[src/design/bauc_pkg.sv]
`default_nettype none
package bauc_pkg;

   // counter and hold count widths
   localparam int COUNT_WIDTH = 8;
   localparam int HOLD_WIDTH  = 16;

   // fixed widths of the interface fields and registers
   localparam int VALUE_WIDTH  = 8;
   localparam int TICKS_WIDTH  = 16;
   localparam int PERIOD_WIDTH = 8;
   localparam int CSR_WIDTH    = 16;

   // widths used to line up mixed-width values before a compare or a select
   localparam int CMP_WIDTH = (HOLD_WIDTH > TICKS_WIDTH) ? HOLD_WIDTH : TICKS_WIDTH;
   localparam int EXT_WIDTH = (COUNT_WIDTH > VALUE_WIDTH) ? COUNT_WIDTH : VALUE_WIDTH;

   localparam logic [HOLD_WIDTH-1:0]   HOLD_MAX = '1;
   localparam logic [PERIOD_WIDTH-1:0] REP_MAX  = '1;

   localparam logic [TICKS_WIDTH-1:0]  SLOW_HOLD_RESET   = 16'd100;
   localparam logic [TICKS_WIDTH-1:0]  FAST_HOLD_RESET   = 16'd300;
   localparam logic [PERIOD_WIDTH-1:0] SLOW_PERIOD_RESET = 8'd50;
   localparam logic [PERIOD_WIDTH-1:0] FAST_PERIOD_RESET = 8'd10;

   typedef enum logic [1:0] {
      CSR_SLOW_HOLD   = 2'd0,
      CSR_FAST_HOLD   = 2'd1,
      CSR_SLOW_PERIOD = 2'd2,
      CSR_FAST_PERIOD = 2'd3
   } csr_index_type;

   typedef enum logic [2:0] {
      MODE_IDLE      = 3'd0,
      MODE_UP_FIRST  = 3'd1,
      MODE_UP_SLOW   = 3'd2,
      MODE_UP_FAST   = 3'd3,
      MODE_DN_FIRST  = 3'd4,
      MODE_DN_SLOW   = 3'd5,
      MODE_DN_FAST   = 3'd6
   } mode_type;

   typedef struct packed {
      logic [TICKS_WIDTH-1:0]  slow_hold_ticks;
      logic [TICKS_WIDTH-1:0]  fast_hold_ticks;
      logic [PERIOD_WIDTH-1:0] slow_period;
      logic [PERIOD_WIDTH-1:0] fast_period;
   } cfg_type;

   typedef struct packed {
      logic [VALUE_WIDTH-1:0] counter_value;
      mode_type               mode;
      logic                   stepped;
   } result_type;

endpackage
`default_nettype wire

[src/design/button_autorepeat_updown_counter.sv]
// button auto-repeat up/down counter
//
// req channel: one word per 10 ms tick, carrying the raw active-low levels
// of the up and down buttons (req_up_raw, req_down_raw). a button counts as
// pressed when two consecutive samples are low; up wins over down.
// rsp channel: one word per req word, giving the counter after the tick,
// the repeat mode (idle, first, slow, fast per direction) and a step flag.
// csr port: write-only, csr_index picks slow hold, fast hold, slow period
// or fast period; write only while no tick is in flight.
//
// flow: an accepted word is registered in the input stage, then processed
// into the output register, from which it leaves while rsp_stall is low.
// throughput: one word per cycle while rsp_stall is low; the input
// stage and the output register form a two-deep pipeline, so a new word
// is taken while a result waits. when rsp_stall is high the output word
// holds, the input stage fills and then req_stall rises; nothing is dropped.
// reset (synchronous, active high) empties both stages, releases both
// buttons, clears hold and repeat counts and the counter, and loads the
// register defaults (100, 300, 50, 10 ticks).
`default_nettype none
module button_autorepeat_updown_counter (
   input  wire logic                             clock,
   input  wire logic                             reset,

   input  wire logic                             req_valid,
   output      logic                             req_stall,
   input  wire logic                             req_up_raw,
   input  wire logic                             req_down_raw,

   output      logic                             rsp_valid,
   input  wire logic                             rsp_stall,
   output      logic [bauc_pkg::VALUE_WIDTH-1:0] rsp_counter_value,
   output      logic [2:0]                       rsp_mode,
   output      logic                             rsp_stepped,

   input  wire logic                             csr_write,
   input  wire logic [1:0]                       csr_index,
   input  wire logic [bauc_pkg::CSR_WIDTH-1:0]   csr_data
);

   // input stage
   logic in_valid_ff, in_valid_in;
   logic up_ff;
   logic down_ff;

   // output stage
   logic                 rsp_valid_ff, rsp_valid_in;
   bauc_pkg::result_type rsp_ff;

   logic                 out_load;
   logic                 fire;
   logic                 req_take;
   bauc_pkg::cfg_type    cfg;
   bauc_pkg::result_type result;

   bauc_csr u_csr (
      .clock     (clock),
      .reset     (reset),
      .csr_write (csr_write),
      .csr_index (bauc_pkg::csr_index_type'(csr_index)),
      .csr_data  (csr_data),
      .cfg       (cfg)
   );

   bauc_core u_core (
      .clock    (clock),
      .reset    (reset),
      .fire     (fire),
      .up_raw   (up_ff),
      .down_raw (down_ff),
      .cfg      (cfg),
      .result   (result)
   );

   // output register free when empty or being drained this cycle
   assign out_load  = !rsp_valid_ff || !rsp_stall;
   assign fire      = in_valid_ff && out_load;
   assign req_stall = in_valid_ff && !out_load;
   assign req_take  = req_valid && !req_stall;

   always_comb begin
      in_valid_in = in_valid_ff;
      if (req_take) begin
         in_valid_in = 1'b1;
      end else if (fire) begin
         in_valid_in = 1'b0;
      end
      rsp_valid_in = out_load ? fire : rsp_valid_ff;
   end

   always_ff @(posedge clock) begin
      if (reset) begin
         in_valid_ff  <= 1'b0;
         rsp_valid_ff <= 1'b0;
      end else begin
         in_valid_ff  <= in_valid_in;
         rsp_valid_ff <= rsp_valid_in;
      end
   end

   // payload registers
   always_ff @(posedge clock) begin
      if (req_take) begin
         up_ff   <= req_up_raw;
         down_ff <= req_down_raw;
      end
      if (fire) begin
         rsp_ff <= result;
      end
   end

   assign rsp_valid         = rsp_valid_ff;
   assign rsp_counter_value = rsp_ff.counter_value;
   assign rsp_mode          = rsp_ff.mode;
   assign rsp_stepped       = rsp_ff.stepped;

   // every processed tick lands in the output register
   a_fire_fills_output: assert property (@(posedge clock) disable iff (reset)
      fire |=> rsp_valid_ff)
      else $error("processed word did not reach output register");

   // the input stage never stalls while the output register is free
   a_no_bubble_stall: assert property (@(posedge clock) disable iff (reset)
      req_stall |-> in_valid_ff && rsp_valid_ff && rsp_stall)
      else $error("input stalled with room downstream");

   // an idle word never reports a step
   a_idle_no_step: assert property (@(posedge clock) disable iff (reset)
      rsp_valid_ff && (rsp_ff.mode == bauc_pkg::MODE_IDLE) |-> !rsp_ff.stepped)
      else $error("step reported while idle");

endmodule
`default_nettype wire

[src/design/bauc_csr.sv]
`default_nettype none
module bauc_csr (
   input  wire logic                           clock,
   input  wire logic                           reset,
   input  wire logic                           csr_write,
   input  wire bauc_pkg::csr_index_type        csr_index,
   input  wire logic [bauc_pkg::CSR_WIDTH-1:0] csr_data,
   output bauc_pkg::cfg_type                   cfg
);

   bauc_pkg::cfg_type cfg_ff;
   bauc_pkg::cfg_type cfg_in;

   always_comb begin
      cfg_in = cfg_ff;
      if (csr_write) begin
         case (csr_index)
            bauc_pkg::CSR_SLOW_HOLD:
               cfg_in.slow_hold_ticks = csr_data[bauc_pkg::TICKS_WIDTH-1:0];
            bauc_pkg::CSR_FAST_HOLD:
               cfg_in.fast_hold_ticks = csr_data[bauc_pkg::TICKS_WIDTH-1:0];
            bauc_pkg::CSR_SLOW_PERIOD:
               cfg_in.slow_period = csr_data[bauc_pkg::PERIOD_WIDTH-1:0];
            bauc_pkg::CSR_FAST_PERIOD:
               cfg_in.fast_period = csr_data[bauc_pkg::PERIOD_WIDTH-1:0];
            default: cfg_in = cfg_ff;
         endcase
      end
   end

   always_ff @(posedge clock) begin
      if (reset) begin
         cfg_ff.slow_hold_ticks <= bauc_pkg::SLOW_HOLD_RESET;
         cfg_ff.fast_hold_ticks <= bauc_pkg::FAST_HOLD_RESET;
         cfg_ff.slow_period     <= bauc_pkg::SLOW_PERIOD_RESET;
         cfg_ff.fast_period     <= bauc_pkg::FAST_PERIOD_RESET;
      end else begin
         cfg_ff <= cfg_in;
      end
   end

   assign cfg = cfg_ff;

endmodule
`default_nettype wire

[src/design/bauc_core.sv]
`default_nettype none
module bauc_core (
   input  wire logic               clock,
   input  wire logic               reset,
   input  wire logic               fire,
   input  wire logic               up_raw,
   input  wire logic               down_raw,
   input  wire bauc_pkg::cfg_type  cfg,
   output bauc_pkg::result_type    result
);

   logic                                prev_up_ff, prev_up_in;
   logic                                prev_down_ff, prev_down_in;
   logic [bauc_pkg::HOLD_WIDTH-1:0]     up_hold_ff, up_hold_in;
   logic [bauc_pkg::HOLD_WIDTH-1:0]     down_hold_ff, down_hold_in;
   logic [bauc_pkg::PERIOD_WIDTH-1:0]   slow_rep_ff, slow_rep_in;
   logic [bauc_pkg::PERIOD_WIDTH-1:0]   fast_rep_ff, fast_rep_in;
   logic [bauc_pkg::COUNT_WIDTH-1:0]    count_ff, count_in;

   logic                                up_pressed;
   logic                                down_pressed;
   logic [bauc_pkg::HOLD_WIDTH-1:0]     hold_cur;
   logic [bauc_pkg::HOLD_WIDTH-1:0]     hold_next;
   logic                                first_tick;
   logic [bauc_pkg::PERIOD_WIDTH-1:0]   slow_base;
   logic [bauc_pkg::PERIOD_WIDTH-1:0]   fast_base;
   logic [bauc_pkg::PERIOD_WIDTH-1:0]   slow_sat;
   logic [bauc_pkg::PERIOD_WIDTH-1:0]   fast_sat;
   logic                                in_fast;
   logic                                in_slow;
   logic                                step;
   logic [1:0]                          offset;
   logic [bauc_pkg::EXT_WIDTH-1:0]      count_ext;
   bauc_pkg::mode_type                  mode;

   assign up_pressed   = !prev_up_ff && !up_raw;
   assign down_pressed = !prev_down_ff && !down_raw;

   // shared hold path for whichever direction wins, up first
   assign hold_cur   = up_pressed ? up_hold_ff : down_hold_ff;
   assign first_tick = (hold_cur == '0);
   assign hold_next  = (hold_cur == bauc_pkg::HOLD_MAX) ? hold_cur
                     : hold_cur + bauc_pkg::HOLD_WIDTH'(1);
   assign slow_base  = first_tick ? '0 : slow_rep_ff;
   assign fast_base  = first_tick ? '0 : fast_rep_ff;
   assign slow_sat   = (slow_base == bauc_pkg::REP_MAX) ? slow_base
                     : slow_base + bauc_pkg::PERIOD_WIDTH'(1);
   assign fast_sat   = (fast_base == bauc_pkg::REP_MAX) ? fast_base
                     : fast_base + bauc_pkg::PERIOD_WIDTH'(1);
   assign in_fast    = bauc_pkg::CMP_WIDTH'(hold_next)
                       > bauc_pkg::CMP_WIDTH'(cfg.fast_hold_ticks);
   assign in_slow    = bauc_pkg::CMP_WIDTH'(hold_next)
                       > bauc_pkg::CMP_WIDTH'(cfg.slow_hold_ticks);

   always_comb begin
      prev_up_in   = up_raw;
      prev_down_in = down_raw;
      up_hold_in   = up_hold_ff;
      down_hold_in = down_hold_ff;
      slow_rep_in  = slow_base;
      fast_rep_in  = fast_base;
      count_in     = count_ff;
      step         = first_tick;
      offset       = 2'd1;

      // repeat timing for the held direction
      if (in_fast) begin
         offset = 2'd3;
         if (fast_sat >= cfg.fast_period) begin
            step        = 1'b1;
            fast_rep_in = '0;
         end else begin
            fast_rep_in = fast_sat;
         end
      end else if (in_slow) begin
         offset = 2'd2;
         if (slow_sat >= cfg.slow_period) begin
            step        = 1'b1;
            slow_rep_in = '0;
         end else begin
            slow_rep_in = slow_sat;
         end
      end

      if (up_pressed) begin
         up_hold_in   = hold_next;
         down_hold_in = '0;
         mode         = bauc_pkg::mode_type'({1'b0, offset});
         if (step) begin
            count_in = count_ff + bauc_pkg::COUNT_WIDTH'(1);
         end
      end else if (down_pressed) begin
         down_hold_in = hold_next;
         up_hold_in   = '0;
         mode         = bauc_pkg::mode_type'(3'd3 + {1'b0, offset});
         if (step) begin
            count_in = count_ff - bauc_pkg::COUNT_WIDTH'(1);
         end
      end else begin
         up_hold_in   = '0;
         down_hold_in = '0;
         slow_rep_in  = '0;
         fast_rep_in  = '0;
         step         = 1'b0;
         mode         = bauc_pkg::MODE_IDLE;
      end
   end

   always_ff @(posedge clock) begin
      if (reset) begin
         prev_up_ff   <= 1'b1;
         prev_down_ff <= 1'b1;
         up_hold_ff   <= '0;
         down_hold_ff <= '0;
         slow_rep_ff  <= '0;
         fast_rep_ff  <= '0;
         count_ff     <= '0;
      end else if (fire) begin
         prev_up_ff   <= prev_up_in;
         prev_down_ff <= prev_down_in;
         up_hold_ff   <= up_hold_in;
         down_hold_ff <= down_hold_in;
         slow_rep_ff  <= slow_rep_in;
         fast_rep_ff  <= fast_rep_in;
         count_ff     <= count_in;
      end
   end

   assign count_ext            = bauc_pkg::EXT_WIDTH'(count_in);
   assign result.counter_value = count_ext[bauc_pkg::VALUE_WIDTH-1:0];
   assign result.mode          = mode;
   assign result.stepped       = step;

   // state only moves on a processed tick
   a_hold_when_idle: assert property (@(posedge clock) disable iff (reset)
      !fire |=> $stable(count_ff) && $stable(up_hold_ff) && $stable(down_hold_ff))
      else $error("core state changed without a tick");

   // a release tick clears both hold counts
   a_release_clears: assert property (@(posedge clock) disable iff (reset)
      fire && (result.mode == bauc_pkg::MODE_IDLE)
      |=> (up_hold_ff == '0) && (down_hold_ff == '0)
          && (slow_rep_ff == '0) && (fast_rep_ff == '0))
      else $error("hold state not cleared on release");

   // counter moves only on a stepped tick
   a_count_only_on_step: assert property (@(posedge clock) disable iff (reset)
      fire && !result.stepped |=> $stable(count_ff))
      else $error("counter changed without a step");

endmodule
`default_nettype wire

[config.mk]
export PLATFORM = sky130hd
export DESIGN_NAME = button_autorepeat_updown_counter
export DESIGN_NICKNAME = d
export VERILOG_FILES = /design/src/design/bauc_pkg.sv /design/src/design/button_autorepeat_updown_counter.sv /design/src/design/bauc_csr.sv /design/src/design/bauc_core.sv
export SDC_FILE = /design/constraint.sdc
export NUM_CORES = 1
export LEC_CHECK = 0
export BUFFER_PORTS_ARGS = -buffer_cell sky130_fd_sc_hd__clkbuf_2
export CAP_MARGIN = 20
export CORE_MARGIN = 5
export CORE_UTILIZATION = 64
export CTS_BUF_LIST = sky130_fd_sc_hd__clkbuf_2 sky130_fd_sc_hd__clkbuf_4 sky130_fd_sc_hd__clkbuf_8
export CTS_CLUSTER_DIAMETER = 150
export DETAILED_ROUTE_END_ITERATION = 12
export GPL_ROUTABILITY_DRIVEN = 0
export PLACE_DENSITY = 0.91
export SLEW_MARGIN = 20
export SYNTH_ARGS = -nofsm -noshare
export SYNTH_HDL_FRONTEND = slang
export SYNTH_SLANG_ARGS = --single-unit
[constraint.sdc]
create_clock -name clock -period 7.7 [get_ports clock]
set_clock_uncertainty 0.1 [all_clocks]
set_input_delay 0.385 -clock clock [delete_from_list [all_inputs] [get_ports clock]]
set_output_delay 0.385 -clock clock [all_outputs]
set_load 0.1 [all_outputs]
==> results.yml, run 1 <==
critical_path:
  reg2reg_depth: 24
  critPathKind: "reg -> reg"
  start_kind: "flip-flop"
  path_max_fanout: 28
  cp.arrival_ps: 6630
  endpoint_kind: "flip-flop"
  worstPathRequired_ps: 7800
floorplanning:
  start_util_pct: 65.79
  io_pins: 39
  die_w_um: 115.8
  coreArea_mm2: 0.01089
  fp-row-count: 38
  die_y_um: 115.8
  die_area_mm2: 0.01341
sta:
  max_freq_mhz: 153.2
  hold_viol_final: 0
  worst_slew_pin_slew_ps: 1189
  period_needed_ps: 6528
  fin_crit_sh_pct: 84.78
  final-max-slew-violation-count: 0
  rsz0062_at_grt: "no"
  setup_viol: 0
  slew_headroom_pct: 20.42
  final.setup.tns_ps: 0
clock_tree:
  clockRootBuffer: "clkbuf_8"
  htree_levels: 4
  cts_resized: 0
  cts_made_buffers: 17
  insertion_delay_ps: 460
  cts.path.max_buffers: 2
  clock_sinks: 122
  clk_pin_slew_ps: 70
  tritoncts: "built"
power:
  p_per_area_mw_per_mm2: 174.7
  peakVddDrop_v: 0.0001549
  switchingPower_uw: 354.7
  p_int_mw: 1.008
  comb_power_share_pct: 9.4
  power_mw: 1.362
  power.leakage_nw: 3.184
  power_frac_clock_pct: 41.5
  p_sw_share_pct: 26.04
  seq_power_share_pct: 49.1
yosys:
  synth.top_cell.area_share_pct: 30.18
  yosys_warnings: 0
  synth_top_cells_by_count: "nand2_1, dfxtp_1, a21oi_1"
  yosysMostFrequentCell: "nand2_1"
  ys_ff_latch: 122
  synth_area_leaders: "dfxtp_1, ha_1, nand2_1, edfxtp_1, a21oi_1"
  async_flop_share_pct: 0
  syn_inst: 899
  syn_avg_cell_area_um2: 7.968
  ys_seq_area_share_pct: 36.05
  synth_top_flop_cell: "dfxtp_1"
  yosysTopAreaCell: "dfxtp_1"
  synth_fp_nets: 978
  synth_cell_types: 70
  syn_area_mm2: 0.007163
  synth-edff-count: 14
layout:
  final_area_mm2: 0.007797
  final_nets: 1000
  syn_to_final_growth_pct: 8.856
  final_cells: 1072
  final_util_pct: 71.62
  drive_gt1_share_pct: 9.442
  num_antenna_cells: 0
place:
  dp.final_hpwl_um: 12450
  place_inst: 1041
  io_buffers: 38
  placed_area_mm2: 0.007398
route:
  dr.first_iter.drc_count: 748
  antenna_left: 0
  routed_wl_um: 17690
  vias: 6729
  drc: 0
  drt_pass1_iterations: 5
  viasPerCell: 6.277
  wl_per_cell_um: 16.50
worst_hold_path:
  hp-class: "in -> reg"
  whs_path_depth: 1
global_route:
  grt_max_degree: 76
  grt.overflow.total: 0
  grt_pass1_vias: 5952
  antenna_found_initial: 0
  grt.total_usage_pct: 27.28
  grt_pass1_wl_um: 29200
status:
  outcome: "finished clean"
job:
  cap_violations: 0
## power by group through the flow
stage / sequential (mW) / clock [mW] / combinational [mW]
finish: 0.669 / 0.566 / 0.128
global placement: 0.682 / 0 / 0.121
global route: 0.670 / 0.604 / 0.139
detailed placement: 0.683 / 0 / 0.125
floorplan: 0.704 / 0 / 0.0712
CTS: 0.669 / 0.571 / 0.126
## worst paths after layout
check	startpoint	endpoint	slack (ps)
min	req_up_raw	up_ff$_DFFE_PP_	40
max	up_ff$_DFFE_PP_	rsp_counter_value[2]$_DFFE_PP_	1170
max reg2reg	up_ff$_DFFE_PP_	rsp_counter_value[2]$_DFFE_PP_	1170
min reg2reg	u_csr.cfg[22]$_SDFFE_PP0P_	u_csr.cfg[22]$_SDFFE_PP0P_	360
## layout by cell type (no fill, tap or decap), types with 3 or more instances in the layout
cell / n
a211oi_1: 3
a21o_1: 5
a21oi_1: 78
a21oi_2: 3
a22o_1: 11
a22oi_1: 13
a32o_1: 7
and2_1: 6
and3_1: 9
buf_4: 5
clkbuf_2: 38
clkbuf_8: 20
clkinv_2: 4
dfxtp_1: 108
edfxtp_1: 14
ha_1: 54
inv_1: 59
mux2i_1: 15
nand2_1: 159
nand2b_1: 6
nand3_1: 23
nand3b_1: 3
nand4_1: 16
nor2_1: 62
nor2b_1: 4
nor3_1: 24
nor4_1: 9
o211ai_1: 20
o21a_1: 3
o21ai_0: 42
o21ai_1: 8
o31a_1: 4
o31ai_1: 7
or3_1: 9
or4_1: 3
xnor2_1: 12
xor2_1: 13
## state kept, by name (all words and copies together), names as in the netlist, 3 cells and up
| name | cells |
|---|---|
| u_core.count_ff | 8 |
| u_csr.cfg | 48 |
| u_core.down_hold_ff | 16 |
| rsp_mode | 3 |
| u_core.up_hold_ff | 16 |
| u_core.slow_rep_ff | 8 |
| rsp_counter_value | 8 |
| u_core.fast_rep_ff | 8 |
## through the flow
stage	hold slack, ps	setup WS, ps
6_report	41.34	1172
5_1_grt	14.71	558.8
4_1_cts	20.82	1275
3_5_place_dp	347.6	1356
3_3_place_gp	341.4	1564
2_1_floorplan	336.3	2123
## layer usage
layer	global-route usage [%]	wire, µm	vias up	part of all wire, %
met5	0	0	-	0
met4	11.06	483	0	2.7
met3	6.423	1563	51	8.8
met2	41.58	7982	311	45
met1	37.45	7657	3118	43
li1	-	-	3249	-
## worst max-delay path, cell delays in order, from the launching register on
cell and delay [ps]:
edfxtp_1 570, or2_1 310, buf_4 260, nand2_1 100, nand2_1 80, inv_1 80
ha_1 160, nor4b_1 270, nand4_1 200, o32a_1 360, nand2_1 210, inv_1 90
ha_1 230, and4_1 260, nand2_1 80, nor2_1 40, nand2_1 180, a211oi_1 160
ha_1 210, a2111oi_0 520, nand2b_1 110, o21ai_0 510, o221a_1 850, a21oi_1 150
xor2_1 190
## what timing repair did
action / 4_1_cts / 5_1_grt
setup buffers: 0 / 0
hold buffers: 1 / 0
hold endpoints to repair: 1 / 0
## cell type report
| cell class | count | area, µm² |
|---|---|---|
| tap | 140 | 175.2 |
| sequential | 122 | 2582 |
| clock inverter | 8 | 92.59 |
| fill | 816 | 3090 |
| timing repair buffer | 44 | 237.7 |
| multi-input combinational | 676 | 4194 |
| clock buffer | 22 | 290.3 |
| inverter | 60 | 225.2 |
## cell families (layout without fill, tap and decap cells)
logic type | count (synthesis) | in the layout | synth area share [%]
AND/OR/NAND/NOR | 350 | 350 | 22.65
XOR/XNOR | 25 | 25 | 3.057
buffers and inverters | 101 | 134 | 5.659
multiplexers | 16 | 16 | 2.253
flip-flops | 122 | 122 | 36.05
adder cells (fa/ha/maj) | 54 | 54 | 9.432
AO/OA/AOI/OAI | 231 | 231 | 20.89
(Power assumes the default switching activity.)
==> run 2, diff against run 1 <==
Clock period 7.7 ns to 6.05 ns, I/O delays scaled along.
==> results.yml, run 2 (synthesized netlist as in run 1, its figures left out) <==
floorplanning:
  die_area_mm2: 0.01341
  fp-row-count: 38
  die_y_um: 115.8
  die_w_um: 115.8
  io_pins: 39
  coreArea_mm2: 0.01089
  start_util_pct: 65.79
worst_hold_path:
  hp-class: "in -> reg"
layout:
  num_antenna_cells: 0
  final_area_mm2: 0.008014
  syn_to_final_growth_pct: 11.88
  largest_reg_flops: 48
  final_nets: 1015
  drive_gt1_share_pct: 10.03
  final_cell_mix: "nand2_1, dfxtp_1, a21oi_1"
  final_common_cell: "nand2_1"
  final_util_pct: 73.60
clock_tree:
  cts.path.max_buffers: 2
  clock_sinks: 122
  cts_made_buffers: 17
  tritoncts: "built"
  insertion_delay_ps: 460
  htree_levels: 4
  clockRootBuffer: "clkbuf_8"
  clk_pin_slew_ps: 70
route:
  viasPerCell: 6.225
  antenna_left: 0
  drt_pass1_iterations: 6
  wl_per_cell_um: 16.44
  routed-wl-met3_um: 1621
  routed_wl_um: 17870
  dr.first_iter.drc_count: 763
  met2WireLength_um: 8177
  wl_met1_um: 7688
  drc: 0
  vias: 6767
  routed.top_layer: "met4"
critical_path:
  cp.arrival_ps: 5790
  start_kind: "flip-flop"
  endpoint_kind: "flip-flop"
  critPathKind: "reg -> reg"
  path_max_fanout: 17
  worstPathRequired_ps: 6250
global_route:
  grt.total_usage_pct: 27.80
  grt_pass1_wl_um: 30020
  grt_pass1_vias: 6321
  antenna_found_initial: 0
  grt.overflow.total: 0
  grt_max_degree: 76
sta:
  worst_slew_pin_slew_ps: 1003
  setup_viol: 0
  slew_headroom_pct: 32.71
  period_needed_ps: 5591
  final-max-slew-violation-count: 0
  final.setup.tns_ps: 0
  layout_setup_ws_ps: 459.5
  rsz0062_at_grt: "no"
  hold_viol_final: 0
  fin_crit_sh_pct: 92.41
  max_freq_mhz: 178.9
power:
  peakVddDrop_v: 0.0003212
  p_per_area_mw_per_mm2: 232.4
  power.leakage_nw: 3.279
  power_mw: 1.863
place:
  place_ws_ps: 394.2
  io_buffers: 38
  dp.final_hpwl_um: 12610
  placed_area_mm2: 0.007448
status:
  outcome: "finished clean"
job:
  cap_violations: 0
## run 2: cell count changes in the layout (fill, tap and decap cells not counted), sizes merged
| cell | before | now |
|---|---|---|
| inv | 61 | 59 |
| buf | 5 | 10 |
| bufinv | 2 | 5 |
| dlygate4sd3 | 1 | 11 |
| clkinv | 5 | 4 |
## run 2: per-layer routing
metal | vias up | GRT usage (%)
li1 | 3280 | -
met1 | 3108 | 36.42
met2 | 332 | 44.34
met3 | 47 | 7.624
met4 | 0 | 9.745
met5 | - | 0
## run 2: worst paths after layout
path / slack, ps / start / depth (start not counted) / endpoint
max: 460 / up_ff$_DFFE_PP_ / 17 / rsp_counter_value[1]$_DFFE_PP_
min: 30 / rsp_stall / 3 / rsp_valid$_SDFFE_PP0P_
max reg2reg: 460 / up_ff$_DFFE_PP_ / 17 / rsp_counter_value[1]$_DFFE_PP_
min reg2reg: 350 / u_csr.cfg[11]$_SDFFE_PP0P_ / 2 / u_csr.cfg[11]$_SDFFE_PP0P_
## run 2: area by class of cell
cell class	instances	area (µm²)
multi-input combinational	676	4197
fill	809	2874
sequential	122	2582
timing repair buffer	59	387.9
clock buffer	22	277.8
inverter	60	225.2
tap	140	175.2
clock inverter	8	168.9
## run 2: worst max-delay path: stages, from the launching register on
cell and delay (ps):
edfxtp_1 590, or3b_1 470, a222oi_1 390, nand4_1 300, nor3_1 550, nand3b_1 170
o211ai_1 130, o21ai_0 200, ha_1 390, nand4_1 160, nor4_1 420, nand4_1 250
o31ai_4 170, nand2_4 130, o221a_2 390, buf_12 180, or3_1 340, o211ai_1 80
## run 2: repair_timing
| item | 4_1_cts | 5_1_grt |
|---|---|---|
| buffers inserted | 0 | 0 |
| gates resized for setup | 0 | 2 |
| hold endpoints to repair | 19 | 0 |
| endpoints found under the setup margin | 0 | 13 |
| hold buffers | 11 | 0 |
## run 2: where the power goes
part / total (mW) / switching (mW) / internal, mW
Sequential: 0.852 / 0.0128 / 0.839
Clock: 0.839 / 0.325 / 0.514
Combinational: 0.172 / 0.121 / 0.0503
## run 2: stage by stage
step | std cells | hold WS [ps]
finish | 1087 | 30.56
global route | 1087 | 36.14
CTS | 1087 | 21.43
detailed placement | 1046 | 347.0
global placement | 1046 | 342.9
floorplan | 899 | 301.4
